## config.mk

```make
export PLATFORM = sky130hd
export DESIGN_NAME = genomic_interval_joiner
export DESIGN_NICKNAME = d
export VERILOG_FILES = /design/src/hdl/gij_pkg.sv /design/src/hdl/gij_core.sv /design/src/hdl/genomic_interval_joiner.sv
export SDC_FILE = /design/constraint.sdc
export NUM_CORES = 1
export LEC_CHECK = 0
export BUFFER_PORTS_ARGS = -buffer_cell sky130_fd_sc_hd__buf_2
export CAP_MARGIN = 20
export CORE_UTILIZATION = 35
export CTS_CLUSTER_SIZE = 8
export DETAILED_ROUTE_END_ITERATION = 8
export SLEW_MARGIN = 40
export SYNTH_ARGS = -nofsm -noshare
export SYNTH_HDL_FRONTEND = slang
export SYNTH_SLANG_ARGS = --single-unit
export TNS_END_PERCENT = 20
```

## constraint.sdc

```tcl
create_clock -name clk -period 11.6 [get_ports clk]
set_input_delay 2.32 -clock clk [delete_from_list [all_inputs] [get_ports clk]]
set_output_delay 2.32 -clock clk [all_outputs]
set_load 0.02 [all_outputs]
```

## src/hdl/gij_pkg.sv

```systemverilog
// ============================================================================
// gij_pkg
// Types and constants shared by the genomic interval joiner modules.
// ============================================================================
package gij_pkg;

    localparam int CHROM_W   = 16;
    localparam int POS_W     = 31;
    localparam int LEN_W     = 33;
    localparam int CNT_W     = 32;
    localparam int JOIN_W    = 20;
    localparam int FILT_W    = 24;
    localparam int CFG_IDX_W = 2;
    localparam int CFG_DAT_W = 24;
    localparam int IN_DATA_W  = 80;
    localparam int OUT_DATA_W = 272;

    // Configuration register indexes.
    localparam logic [CFG_IDX_W-1:0] CFG_JOIN_DISTANCE = 2'd0;
    localparam logic [CFG_IDX_W-1:0] CFG_MIN_LENGTH    = 2'd1;
    localparam logic [CFG_IDX_W-1:0] CFG_MAX_LENGTH    = 2'd2;

    // Register values after reset.
    localparam logic [JOIN_W-1:0] JOIN_DISTANCE_RST = 20'd0;
    localparam logic [FILT_W-1:0] MIN_LENGTH_RST    = 24'd4;
    localparam logic [FILT_W-1:0] MAX_LENGTH_RST    = 24'd1000000;

    // Input item kinds, carried on tuser.
    localparam logic FUNC_INTERVAL = 1'b0;
    localparam logic FUNC_FLUSH    = 1'b1;

    // Interval fields of an input word, first field in the lowest bits.
    typedef struct packed {
        logic [POS_W-1:0]   end_pos;
        logic [POS_W-1:0]   start_pos;
        logic [CHROM_W-1:0] chrom_id;
    } in_data_t;

    typedef struct packed {
        logic     func;
        in_data_t data;
    } item_t;

    // Result fields of an output word, first field in the lowest bits.
    typedef struct packed {
        logic [CNT_W-1:0]        long_rejects;
        logic [CNT_W-1:0]        short_rejects;
        logic [CNT_W-1:0]        closed_count;
        logic [CNT_W-1:0]        inputs_seen;
        logic signed [LEN_W-1:0] out_length;
        logic [POS_W-1:0]        out_end;
        logic [POS_W-1:0]        out_start;
        logic [CHROM_W-1:0]      out_chrom;
        logic [CNT_W-1:0]        line_number;
    } out_data_t;

    typedef struct packed {
        logic      record_valid;
        out_data_t data;
    } result_t;

    typedef struct packed {
        logic [JOIN_W-1:0] join_distance;
        logic [FILT_W-1:0] min_merged_length;
        logic [FILT_W-1:0] max_merged_length;
    } cfg_t;

    function automatic logic [CNT_W-1:0] sat_inc(input logic [CNT_W-1:0] v);
        return (&v) ? v : v + CNT_W'(1);
    endfunction

endpackage

```

## src/hdl/gij_core.sv

```systemverilog
// ============================================================================
// gij_core
// Held interval, join decision, length filter and saturating counters.
// ============================================================================
module gij_core #(
    parameter int CHROM_ID_BITS = 16
) (
    input  logic            clk,
    input  logic            rst_n,
    input  logic            step,
    input  gij_pkg::item_t  item,
    input  gij_pkg::cfg_t   cfg,
    output gij_pkg::result_t result
);
    import gij_pkg::*;

    // Chromosome ids are compared in their low CHROM_ID_BITS bits only, at most CHROM_W.
    localparam int HC_W = (CHROM_ID_BITS < CHROM_W) ? CHROM_ID_BITS : CHROM_W;

    logic            held_valid_reg, held_valid_next;
    logic [HC_W-1:0] held_chrom_reg, held_chrom_next;
    logic [POS_W-1:0] held_start_reg, held_start_next;
    logic [POS_W-1:0] held_end_reg, held_end_next;
    logic [CNT_W-1:0] input_cnt_reg, input_cnt_next;
    logic [CNT_W-1:0] closed_cnt_reg, closed_cnt_next;
    logic [CNT_W-1:0] short_cnt_reg, short_cnt_next;
    logic [CNT_W-1:0] long_cnt_reg, long_cnt_next;
    logic [CNT_W-1:0] accept_cnt_reg, accept_cnt_next;

    logic [HC_W-1:0]         in_chrom;
    logic                    join_off;
    logic                    far_gap;
    logic                    close_en;
    logic [HC_W-1:0]         cl_chrom;
    logic [POS_W-1:0]        cl_start;
    logic [POS_W-1:0]        cl_end;
    logic signed [LEN_W-1:0] cl_len;
    logic                    too_short;
    logic                    too_long;
    logic                    emit;

    assign in_chrom = item.data.chrom_id[HC_W-1:0];
    assign join_off = (cfg.join_distance == '0);

    // start - held_end - 1 > join_distance, with all terms non-negative.
    assign far_gap = {2'b00, item.data.start_pos} >
                     ({2'b00, held_end_reg} + LEN_W'(cfg.join_distance) + LEN_W'(1));

    always_comb
    begin
        held_valid_next = held_valid_reg;
        held_chrom_next = held_chrom_reg;
        held_start_next = held_start_reg;
        held_end_next   = held_end_reg;
        input_cnt_next  = input_cnt_reg;
        close_en        = 1'b0;
        cl_chrom        = held_chrom_reg;
        cl_start        = held_start_reg;
        cl_end          = held_end_reg;
        if (item.func == FUNC_FLUSH)
        begin
            close_en        = held_valid_reg;
            held_valid_next = 1'b0;
        end
        else
        begin
            input_cnt_next = sat_inc(input_cnt_reg);
            if (join_off)
            begin
                close_en = 1'b1;
                cl_chrom = in_chrom;
                cl_start = item.data.start_pos;
                cl_end   = item.data.end_pos;
            end
            else if (!held_valid_reg || in_chrom != held_chrom_reg || far_gap)
            begin
                close_en        = held_valid_reg;
                held_valid_next = 1'b1;
                held_chrom_next = in_chrom;
                held_start_next = item.data.start_pos;
                held_end_next   = item.data.end_pos;
            end
            else
            begin
                held_end_next = item.data.end_pos;
            end
        end
    end

    assign cl_len    = $signed({2'b00, cl_end}) - $signed({2'b00, cl_start}) + LEN_W'(1);
    assign too_short = cl_len < $signed(LEN_W'(cfg.min_merged_length));
    assign too_long  = cl_len > $signed(LEN_W'(cfg.max_merged_length));
    assign emit      = close_en && !too_short && !too_long;

    always_comb
    begin
        closed_cnt_next = close_en ? sat_inc(closed_cnt_reg) : closed_cnt_reg;
        short_cnt_next  = (close_en && too_short) ? sat_inc(short_cnt_reg) : short_cnt_reg;
        long_cnt_next   = (close_en && !too_short && too_long) ?
                          sat_inc(long_cnt_reg) : long_cnt_reg;
        accept_cnt_next = emit ? sat_inc(accept_cnt_reg) : accept_cnt_reg;
    end

    always_comb
    begin
        result                    = '0;
        result.record_valid       = emit;
        result.data.inputs_seen   = input_cnt_next;
        result.data.closed_count  = closed_cnt_next;
        result.data.short_rejects = short_cnt_next;
        result.data.long_rejects  = long_cnt_next;
        if (emit)
        begin
            result.data.line_number = accept_cnt_next;
            result.data.out_chrom   = CHROM_W'(cl_chrom);
            result.data.out_start   = cl_start;
            result.data.out_end     = cl_end;
            result.data.out_length  = cl_len;
        end
    end

    always_ff @(posedge clk or negedge rst_n)
    begin
        if (!rst_n)
        begin
            held_valid_reg <= 1'b0;
            held_chrom_reg <= '0;
            held_start_reg <= '0;
            held_end_reg   <= '0;
            input_cnt_reg  <= '0;
            closed_cnt_reg <= '0;
            short_cnt_reg  <= '0;
            long_cnt_reg   <= '0;
            accept_cnt_reg <= '0;
        end
        else if (step)
        begin
            held_valid_reg <= held_valid_next;
            held_chrom_reg <= held_chrom_next;
            held_start_reg <= held_start_next;
            held_end_reg   <= held_end_next;
            input_cnt_reg  <= input_cnt_next;
            closed_cnt_reg <= closed_cnt_next;
            short_cnt_reg  <= short_cnt_next;
            long_cnt_reg   <= long_cnt_next;
            accept_cnt_reg <= accept_cnt_next;
        end
    end

endmodule

```

## src/hdl/genomic_interval_joiner.sv

```systemverilog
// ============================================================================
// genomic_interval_joiner
// Joins sorted genomic intervals that lie close together and filters the
// joined intervals by length.
// ============================================================================
// Every accepted word produces exactly one output word, in order. The block
// takes one word per clock while the output is not stalled: a word sits in
// the input register, the join decision, length filter and counter updates
// are worked out from it and the held-interval state in a single pass, and
// the result lands in the output register. The input side keeps accepting
// while a result waits on a stalled output, until both registers are full.
// Interval words (tuser 0) update the held interval, or with a join distance
// of zero are closed and filtered at once; a flush word (tuser 1) closes the
// held interval at the end of a stream. When the output tuser bit is set, the
// record fields carry an accepted interval with its line number; otherwise
// they read zero. The four counters are reported in every word and saturate
// at all ones.
// Configuration must be written only while no word is in flight.
module genomic_interval_joiner #(
    parameter int CHROM_ID_BITS = 16
) (
    input  logic                                clk,
    input  logic                                rst_n,
    // Configuration write port.
    input  logic                                cfg_we,
    input  logic [gij_pkg::CFG_IDX_W-1:0]       cfg_index,
    input  logic [gij_pkg::CFG_DAT_W-1:0]       cfg_data,
    // Input stream.
    input  logic                                s_axis_tvalid,
    output logic                                s_axis_tready,
    // tdata: chrom_id[15:0], start_pos[46:16], end_pos[77:47], zero pad.
    input  logic [gij_pkg::IN_DATA_W-1:0]       s_axis_tdata,
    // tuser: func (0 = interval, 1 = flush).
    input  logic                                s_axis_tuser,
    // Output stream.
    output logic                                m_axis_tvalid,
    input  logic                                m_axis_tready,
    // tdata: line_number[31:0], out_chrom[47:32], out_start[78:48],
    // out_end[109:79], out_length[142:110], inputs_seen[174:143],
    // closed_count[206:175], short_rejects[238:207], long_rejects[270:239],
    // zero pad.
    output logic [gij_pkg::OUT_DATA_W-1:0]      m_axis_tdata,
    // tuser: record_valid.
    output logic                                m_axis_tuser
);
    import gij_pkg::*;

    cfg_t    cfg_reg;
    logic    in_valid_reg;
    item_t   in_item_reg;
    logic    out_valid_reg;
    result_t out_res_reg;
    result_t core_res;
    logic    advance;

    // Configuration registers; writes to an unused index are ignored.
    always_ff @(posedge clk or negedge rst_n)
    begin
        if (!rst_n)
        begin
            cfg_reg.join_distance     <= JOIN_DISTANCE_RST;
            cfg_reg.min_merged_length <= MIN_LENGTH_RST;
            cfg_reg.max_merged_length <= MAX_LENGTH_RST;
        end
        else if (cfg_we)
        begin
            case (cfg_index)
                CFG_JOIN_DISTANCE: cfg_reg.join_distance     <= cfg_data[JOIN_W-1:0];
                CFG_MIN_LENGTH:    cfg_reg.min_merged_length <= cfg_data[FILT_W-1:0];
                CFG_MAX_LENGTH:    cfg_reg.max_merged_length <= cfg_data[FILT_W-1:0];
                default:           cfg_reg                   <= cfg_reg;
            endcase
        end
    end

    // The held word moves on whenever the output register is free or being
    // emptied in this cycle.
    assign advance       = in_valid_reg && (!out_valid_reg || m_axis_tready);
    assign s_axis_tready = !in_valid_reg || advance;

    always_ff @(posedge clk or negedge rst_n)
    begin
        if (!rst_n)
        begin
            in_valid_reg <= 1'b0;
        end
        else if (s_axis_tready)
        begin
            in_valid_reg <= s_axis_tvalid;
        end
    end

    always_ff @(posedge clk)
    begin
        if (s_axis_tready && s_axis_tvalid)
        begin
            in_item_reg.func <= s_axis_tuser;
            in_item_reg.data <= s_axis_tdata[$bits(in_data_t)-1:0];
        end
    end

    gij_core #(
        .CHROM_ID_BITS (CHROM_ID_BITS)
    ) u_core (
        .clk    (clk),
        .rst_n  (rst_n),
        .step   (advance),
        .item   (in_item_reg),
        .cfg    (cfg_reg),
        .result (core_res)
    );

    always_ff @(posedge clk or negedge rst_n)
    begin
        if (!rst_n)
        begin
            out_valid_reg <= 1'b0;
        end
        else if (advance)
        begin
            out_valid_reg <= 1'b1;
        end
        else if (m_axis_tready)
        begin
            out_valid_reg <= 1'b0;
        end
    end

    always_ff @(posedge clk)
    begin
        if (advance)
        begin
            out_res_reg <= core_res;
        end
    end

    assign m_axis_tvalid = out_valid_reg;
    assign m_axis_tuser  = out_res_reg.record_valid;
    assign m_axis_tdata  = OUT_DATA_W'(out_res_reg.data);

endmodule

```

After elaboration in Yosys (flattened, before gate mapping). Cells that the tools add are included.

Div/mod/pow operators: 0. $lt $le $gt $ge: 3. Bitwise operators: 2. Equality and inequality tests: 4. Reductions and logical operators: 30. $add $sub $neg: 9. $mul: 0. Shifts and indexed selects: 0. Mux-type cells: 24.

Operators by type and width (count): $mux W32 (10); $add A32 B1 Y32 const B (5); $reduce_and A32 Y1 (5); $mux W31 (4); $add A33 B1 Y33 const B (1); $add A33 B2 Y33 const B (1); $gt A31 B33 Y1 (1); $gt A33 B25 Y1 (1); $lt A33 B25 Y1 (1); $add A31 B20 Y32 (1); $mux W16 (2); $sub A31 B31 Y32 (1); $logic_not A20 Y1 (1); $ne A16 B16 Y1 (1); $mux W1 (8); $logic_and A1 B1 Y1 (6); $reduce_and A2 Y1 (3); $reduce_and A3 Y1 (2); $logic_not A1 Y1 (5); $logic_or A1 B1 Y1 (4); $reduce_and A4 Y1 (1); $reduce_bool A2 Y1 (2); $eq A2 B1 Y1 const B (1); $eq A2 B2 Y1 const B (1); other kinds (3) (4).

Bits in writable memories: 0. Logic and storage cells: 100. ROM bits: 0. Memories: 0. Flip-flop bits (word level): 660. Bits of input ports: 112. Bits in latches: 0.

Longest topological paths before layout. Gate-level depths: netlist (run 1).

Word-level depth: 10. Mapped depth: 33.

By module. A second synthesis (run 1) with hierarchy kept.

Cell total of the unflattened synthesis: 2948. Area, all modules: 33773.6 µm².

Modules (own cells, without submodules): gij_core (times used 1, area each 20529.7 µm², cells an instance 2442); genomic_interval_joiner (times used 1, area each 13244.0 µm², cells an instance 506).

Worst setup path before layout (run 1). Ideal clock, no wire load.

Path type: in2reg. Start: input port m_axis_tready. End: register u_core.closed_cnt_reg[0]. Library setup time: 0.112 ns. Setup slack: 0.297 ns. Arrival: 11.191 ns. Stages: 7. Cells stage by stage: nand2b_1 > nand2_1 > inv_1 > clkbuf_1 > buf_1 > nand2_1 > xnor2_1.

Word-level cells in the longest chain between the ends: 2.

RTL lines: from (decl) (RTL line genomic_interval_joiner.sv:37) `input logic m_axis_tready,`; $logic_or A1 B1 Y1 (RTL line genomic_interval_joiner.sv:78) `assign advance = in_valid_reg && (!out_valid_reg || m_axis_tready);`; $logic_and A1 B1 Y1 (RTL line genomic_interval_joiner.sv:78); via advance (RTL line genomic_interval_joiner.sv:54) `logic advance;`; to (signal assigned) (RTL line gij_core.sv:143) `closed_cnt_reg <= closed_cnt_next;`; to (decl) (RTL line gij_core.sv:25) `logic [CNT_W-1:0] closed_cnt_reg, closed_cnt_next;`.

The timed path passes the listed nets, and every way through them passes these cells. A chain may end at the register's enable or synchronous reset.

==> impl_metrics.json, run 1 <==
{
  "critical_path.startpoint_type": "flip-flop",
  "unrepaired_setup_endpoints_after_global_routing": "false",
  "io-pin-count": 387,
  "worstSetupPathType": "reg2reg",
  "ctsLongestPathBuffers": 3,
  "power.density_cell_area_nw_per_um2": 205.1,
  "mapped_area_um2": 34990,
  "report.final.setup_viol": 0,
  "drive_gt1_frac": 0.2128,
  "relative_area_change_from_synthesis_to_final_layout_pct": 18.26,
  "remaining_drcs": 0,
  "internal_power_w": 0.005484,
  "peakVddDrop_uv": 120.3,
  "power.share.sequential": 0.344,
  "wl_met1_mm": 42.64,
  "ys.warnings.count": 0,
  "replace_congestion": 0.8891,
  "rows": 115,
  "worst_skew_pair.late_latency_ns": 0.68,
  "max-slew-margin-rel": 0.4156,
  "wl_met2_mm": 42.96,
  "finalSetupTns_ns": 0,
  "finish.utilization": 0.4192,
  "achievable-frequency_ghz": 0.1115,
  "asyncSetResetFlopFracSynth": 0.4682,
  "path_clk_slew_ns": 0.05,
  "postSynthRegisterBits": 660,
  "tritoncts": "done",
  "post-route-period-util": 0.7729,
  "hold_slack_final_ns": 0.4896,
  "post_cts_buffers": 0,
  "post_cts.resized_instances": 0,
  "vias_per_instance": 5.140,
  "hold_buf_cts": 0,
  "holdCritPathClass": "reg2reg",
  "antenna_violating_nets_post_route": 0,
  "cts.root.buffer_cell": "clkbuf_16",
  "tightestPinTransition_ns": 0.8647,
  "wl_met3_mm": 5.555,
  "core_region_area_um2": 98710,
  "post-route-worst-setup-slack_ns": 2.635,
  "grt_overflow_total": 0,
  "pin_count_of_the_biggest_net_entering_global_routing": 180,
  "fp.dieW_um": 318.2,
  "floorplan.initialDensity": 0.3545,
  "detailedPlacementHpwl_mm": 69.30,
  "p_clk_frac": 0.320,
  "via_count": 24900,
  "final_common_cell": "buf_2",
  "netlist-cell-type-count": 82,
  "status": "finished clean",
  "die_height_um": 318.2,
  "synth_enable_flop_cells": 351,
  "route.final.wire_length_mm": 94.92,
  "combinationalPowerShare": 0.336,
  "wl_per_cell_um": 19.59,
  "number_of_global_route_vias_before_repair": 24360,
  "antenna_found_initial": 13,
  "number_of_levels_the_h_tree_was_split_into": 3,
  "drt_pre_antenna_iters": 5,
  "worstPathMaxFanout": 60,
  "p_total_w": 0.008486,
  "total_nets_final": 3719,
  "drt_first_iter_violations": 1892,
  "globalRouteTotalUtil": 0.1848,
  "portBuffers": 383,
  "timing_max_transition_violations_final": 0,
  "most-common-layout-cells": "buf_2 (382), edfxtp_1 (351), dfrtp_1 (301)",
  "switching_share": 0.3538,
  "dieArea_um2": 101200,
  "reported_max_cap_violation_count": 0,
  "cts_num_sinks": 660,
  "syn_area_per_cell_um2": 11.33,
  "switching_power_w": 0.003002,
  "min_period_ns": 8.965,
  "skew_ns": 0.03523,
  "cts_inserted_buffers": 96,
  "highest_layer": "met5",
  "crit_path_capture_type": "flip-flop",
  "synth_flop_type": "edfxtp_1",
  "grt_pass1_wl_mm": 144.5,
  "largest_register_ffs": 271,
  "synthCells": 3088,
  "final_hold_viol_count": 0,
  "worst-endpoint-arrival_ns": 9.50,
  "post-place-ws_ns": 2.565,
  "power.leakage_nw": 17.22,
  "critPathRequiredTime_ns": 12.13,
  "synth-seq-area-share": 0.5225
}
Yosys cell counts (19+ instances only):
library cell | n | area share
nor2b_1 | 71 | 0.013
xor2_1 | 181 | 0.045
nor2_1 | 227 | 0.024
ha_1 | 136 | 0.049
nand2_1 | 201 | 0.022
nand3_1 | 133 | 0.019
clkbuf_1 | 95 | 0.010
xnor2_1 | 225 | 0.056
nor3_1 | 107 | 0.015
dfrtp_1 | 301 | 0.22
nand4_1 | 94 | 0.017
a21oi_1 | 80 | 0.011
edfxtp_1 | 351 | 0.30
inv_1 | 84 | 0.0090
a211oi_1 | 22 | 0.0047
a21o_1 | 44 | 0.0094
and2_1 | 37 | 0.0066
mux2i_1 | 52 | 0.015
mux2_2 | 180 | 0.058
nor4_1 | 30 | 0.0054
and3_1 | 57 | 0.010
o21ai_0 | 60 | 0.0086
nand2b_1 | 19 | 0.0034
area by class of cell:
cell class / count / area (um2)
Fill cell: 9485 / 57330
Clock inverter: 13 / 193.9
Tap cell: 1287 / 1610
Timing Repair Buffer: 408 / 2250
Antenna cell: 5 / 12.51
Clock buffer: 169 / 2758
Sequential cell: 660 / 18280
Inverter: 84 / 322.8
Multi-Input combinational cell: 2219 / 15950
layer usage:
layer	vias up	global-route usage
met5	-	0
met4	6	0.07783
met3	177	0.04147
met2	657	0.2906
met1	12100	0.2447
li1	11960	-
power groups by stage:
| stage | Sequential, W | Clock, W | Combinational, W |
|---|---|---|---|
| 6_report | 0.00292 | 0.00271 | 0.00285 |
| 5_1_grt | 0.00295 | 0.00289 | 0.00317 |
| 4_1_cts | 0.00292 | 0.00280 | 0.00286 |
| 3_5_place_dp | 0.00296 | 0 | 0.00284 |
| 3_3_place_gp | 0.00295 | 0 | 0.00279 |
| 2_1_floorplan | 0.00302 | 0 | 0.00197 |
worst paths after layout:
kind / start / cells past startpoint / endpoint / slack [ns]
hold reg to reg: u_core.held_start_reg[0]$_DFFE_PN0P_ / 2 / u_core.held_start_reg[0]$_DFFE_PN0P_ / 0.49
min in group asynchronous: rst_n / 1 / u_core.accept_cnt_reg[9]$_DFFE_PN0P_ / 1.50
hold / removal: u_core.held_start_reg[0]$_DFFE_PN0P_ / 2 / u_core.held_start_reg[0]$_DFFE_PN0P_ / 0.49
max in group asynchronous: rst_n / 4 / u_core.held_end_reg[26]$_DFFE_PN0P_ / 8.81
setup reg to reg: cfg_reg[51]$_DFFE_PN0P_ / 26 / m_axis_tdata[118]$_SDFFCE_PN0P_ / 2.63
setup / recovery: cfg_reg[51]$_DFFE_PN0P_ / 26 / m_axis_tdata[118]$_SDFFCE_PN0P_ / 2.63
critical path, stage by stage (launching register included):
cell      delay, ns
dfrtp_1        0.45
nor4_1         0.52
nand3_1        0.18
nor3_2         0.21
buf_4          0.36
mux2i_1        0.36
ha_1           0.22
inv_1          0.06
fa_1           0.42
a211oi_1       0.41
o21ai_1        0.24
xor2_1         0.26
nand3_1        0.25
or4_1          0.60
nor4_1         0.61
nor2b_1        0.25
xnor2_1        0.15
ha_1           0.33
nand4_1        0.15
or3_1          0.42
a31oi_1        0.27
o22a_1         0.28
inv_1          0.06
or4_4          0.84
buf_4          0.45
inv_1          0.25
and2_1         0.15
per-stage QoR:
stage,std cells,cell area (um2)
after floorplan,3097,35020
after global placement,4652,38240
after detailed placement,4655,38310
after CTS,4837,41270
after global routing,4843,41370
final,4845,41380
logic make-up after synthesis:
| family | after synthesis | synth area share |
|---|---|---|
| muxes | 232 | 0.07281 |
| other | 1 | 0.0001072 |
| DFF | 660 | 0.5225 |
| adders and majority gates | 138 | 0.04978 |
| and+or+nand+nor | 1088 | 0.1618 |
| AOI/OAI and AO/OA | 345 | 0.06677 |
| buffers and inverters | 218 | 0.02457 |
| xor gates and xnor gates | 406 | 0.1016 |
No activity file was read; power rests on OpenSTA's default activity.
==> inputs of run 2 (changes only) <==
--- a/config.mk
+++ b/config.mk
@@ -5,6 +5,7 @@
 export SDC_FILE = /design/constraint.sdc
 export NUM_CORES = 1
 export LEC_CHECK = 0
+export ABC_AREA = 1
 export BUFFER_PORTS_ARGS = -buffer_cell sky130_fd_sc_hd__buf_2
 export CAP_MARGIN = 20
 export CORE_UTILIZATION = 35
==> constraint.sdc (replaced) <==
create_clock -name clk -period 9.2 [get_ports clk]
set_input_delay 1.84 -clock clk [delete_from_list [all_inputs] [get_ports clk]]
set_output_delay 1.84 -clock clk [all_outputs]
set_load 0.02 [all_outputs]
==> impl_metrics.json, run 2 <==
{
  "crit_path_top_delay_cell": "fa_1",
  "achievable-frequency_ghz": 0.1184,
  "die_height_um": 330.7,
  "skew_ns": 0.03296,
  "ys.warnings.count": 0,
  "remaining_drcs": 0,
  "wl_per_cell_um": 17.18,
  "antenna_cells_inserted": 0,
  "most-common-layout-cells": "nand2_1 (1577), inv_1 (565), nor2_1 (403)",
  "mapped_area_um2": 37810,
  "hold_buf_cts": 0,
  "biggest_area_contributors_in_the_synthesized_netlist": "edfxtp_1 (28%), dfrtp_1 (20%), nand2_1 (16%)",
  "detailedPlacementHpwl_mm": 85.09,
  "netlist-cell-type-count": 53,
  "final_common_cell": "nand2_1",
  "yosys-top-cells-count": "nand2_1 (1579), inv_1 (567), nor2_1 (404)",
  "drive_gt1_frac": 0.1174,
  "min_period_ns": 8.446,
  "antenna_violating_nets_post_route": 0,
  "crit_path_largest_cell_delay_ns": 0.49,
  "post-route-period-util": 0.9180,
  "syn_area_per_cell_um2": 7.927,
  "relative_area_change_from_synthesis_to_final_layout_pct": 16.66,
  "crit_path_capture_type": "flip-flop",
  "synth-seq-area-share": 0.4835,
  "worst_skew_pair.late_latency_ns": 0.66,
  "ctsLongestPathBuffers": 3,
  "core_region_area_um2": 107100,
  "regToRegSetupSlack_ns": 0.75,
  "timing_max_transition_violations_final": 0,
  "drt_pre_antenna_iters": 5,
  "total_nets_final": 5401,
  "worst-endpoint-arrival_ns": 9.02,
  "number_of_global_route_vias_before_repair": 30790,
  "number_of_levels_the_h_tree_was_split_into": 3,
  "synthCells": 4770,
  "cts_inserted_buffers": 94,
  "io-pin-count": 387,
  "power.share.sequential": 0.320,
  "synth.most_common_cell": "nand2_1",
  "fp.dieW_um": 330.7,
  "synth_top_cell_by_area": "edfxtp_1",
  "synth_flop_type": "edfxtp_1",
  "unrepaired_setup_endpoints_after_global_routing": "false",
  "p_total_w": 0.01305,
  "critical-path-top-cell-by-count": "nand2_1",
  "report.final.setup_viol": 0,
  "largest_register_ffs": 271,
  "rows": 120,
  "worstSetupPathType": "reg2reg",
  "combinationalPowerShare": 0.426,
  "grt_overflow_total": 0,
  "replace_congestion": 0.9259,
  "tightestPinTransition_ns": 0.9452,
  "p_clk_frac": 0.253,
  "route.final.wire_length_mm": 114.0,
  "dieArea_um2": 109400,
  "asyncSetResetFlopFracSynth": 0.4682,
  "globalRouteTotalUtil": 0.2058,
  "status": "finished clean",
  "pin_count_of_the_biggest_net_entering_global_routing": 171,
  "drt_first_iter_violations": 2378,
  "final_hold_viol_count": 0,
  "holdCritPathClass": "reg2reg",
  "portBuffers": 383,
  "switching_share": 0.4288,
  "finalSetupTns_ns": 0,
  "grt_pass1_wl_mm": 175.3,
  "critPathRequiredTime_ns": 9.77,
  "power.leakage_nw": 20.54,
  "max-slew-margin-rel": 0.3632,
  "reported_max_cap_violation_count": 0,
  "vias_per_instance": 4.897,
  "tritoncts": "done",
  "cts_num_sinks": 660,
  "postSynthRegisterBits": 660,
  "switching_power_w": 0.005597,
  "path_clk_slew_ns": 0.05,
  "critical_path.startpoint_type": "flip-flop",
  "netlist.area_leader.share": 0.2787,
  "synth_enable_flop_cells": 351,
  "power.density_cell_area_nw_per_um2": 295.9,
  "cts.root.buffer_cell": "clkbuf_16",
  "internal_power_w": 0.007457,
  "floorplan.initialDensity": 0.3532,
  "antenna_found_initial": 5,
  "via_count": 32470,
  "peakVddDrop_uv": 169.8,
  "worstPathMaxFanout": 44
}
-- run 2: cell count changes after synthesis, moves of 32 or more --
cell     previous run  this run
and2_1             37         5
inv_1              84       567
a21oi_1            80       136
nand3_1           133       256
nor2_1            227       404
nor2b_1            71         0
o21ai_0            60       333
xnor2_1           225        31
mux2i_1            52         0
nand2_1           201      1579
xor2_1            181       128
a21o_1             44         2
mux2_2            180         7
-- run 2: routing by layer --
| layer | vias to the layer above | GRT usage | part of all wire |
|---|---|---|---|
| met3 | 163 | 0.03989 | 0.061 |
| li1 | 16290 | - | - |
| met4 | 8 | 0.06021 | 0.027 |
| met5 | - | 0 | 0.00040 |
| met2 | 802 | 0.3203 | 0.45 |
| met1 | 15210 | 0.2891 | 0.47 |
-- run 2: final timing paths --
| path | startpoint | end | depth (start not counted) |
|---|---|---|---|
| setup / recovery | cfg_reg[48]$_DFFE_PN0P_ | u_core.long_cnt_reg[15]$_DFFE_PN0P_ | 39 |
| hold / removal | u_core.held_start_reg[10]$_DFFE_PN0P_ | u_core.held_start_reg[10]$_DFFE_PN0P_ | 2 |
| setup reg to reg | cfg_reg[48]$_DFFE_PN0P_ | u_core.long_cnt_reg[15]$_DFFE_PN0P_ | 39 |
| hold reg to reg | u_core.held_start_reg[10]$_DFFE_PN0P_ | u_core.held_start_reg[10]$_DFFE_PN0P_ | 2 |
| max in group asynchronous | rst_n | u_core.held_start_reg[4]$_DFFE_PN0P_ | 3 |
| min in group asynchronous | rst_n | u_core.short_cnt_reg[0]$_DFFE_PN0P_ | 1 |
-- run 2: area by class of cell --
class,count,area (um2)
Clock buffer,168,2723
Timing Repair Buffer,417,2282
Tap cell,1403,1755
Inverter,569,2147
Fill cell,10950,62940
Sequential cell,660,18280
Multi-Input combinational cell,3409,16860
Clock inverter,6,56.30
-- run 2: through the flow --
step	instance area, um2	setup slack, ns	instances	hold slack [ns]	utilization
after floorplan	37850	2.646	4779	0.4479	-
after global placement	41200	0.5334	6453	0.4612	0.3848
after detailed placement	41220	0.3452	6453	0.4680	0.3850
after CTS	44000	0.3160	6627	0.4801	0.4110
after global routing	44110	0.1258	6632	0.4978	0.4121
final	44110	0.7540	6632	0.4782	0.4121
-- run 2: what timing repair did --
| action | 4_1_cts | 5_1_grt |
|---|---|---|
| setup buffers | 0 | 2 |
| resized for setup | 0 | 4 |
| endpoints found under the setup margin | 0 | 146 |
-- run 2: cells by family (layout without fill, tap and decap cells) --
logic type,count (synthesis),in the layout,share of synthesized area
and+or+nand+nor,2562,2562,0.2833
adders and majority gates,138,138,0.04606
buffers and inverters,710,1160,0.07270
muxes,7,7,0.002085
DFF,660,660,0.4835
other,1,10,0.00009917
AOI/OAI and AO/OA,530,530,0.07412
xor gates and xnor gates,162,162,0.03812
-- run 2: power groups by stage --
stage	sequential (W)	combinational, W	clock [W]
2_1_floorplan	0.00442	0.00364	0
3_3_place_gp	0.00422	0.00545	0
3_5_place_dp	0.00422	0.00554	0
4_1_cts	0.00418	0.00556	0.00339
5_1_grt	0.00424	0.00633	0.00350
6_report	0.00418	0.00557	0.00330
-- run 2: critical path: cells and delay by family, from the launching register on --
kind,cells,cell delay [ns]
and+or+nand+nor,25,4.02
buffers and inverters,6,1.43
adders and majority gates,3,1.07
xor gates and xnor gates,2,0.66
AOI/OAI and AO/OA,3,0.63
DFF,1,0.46
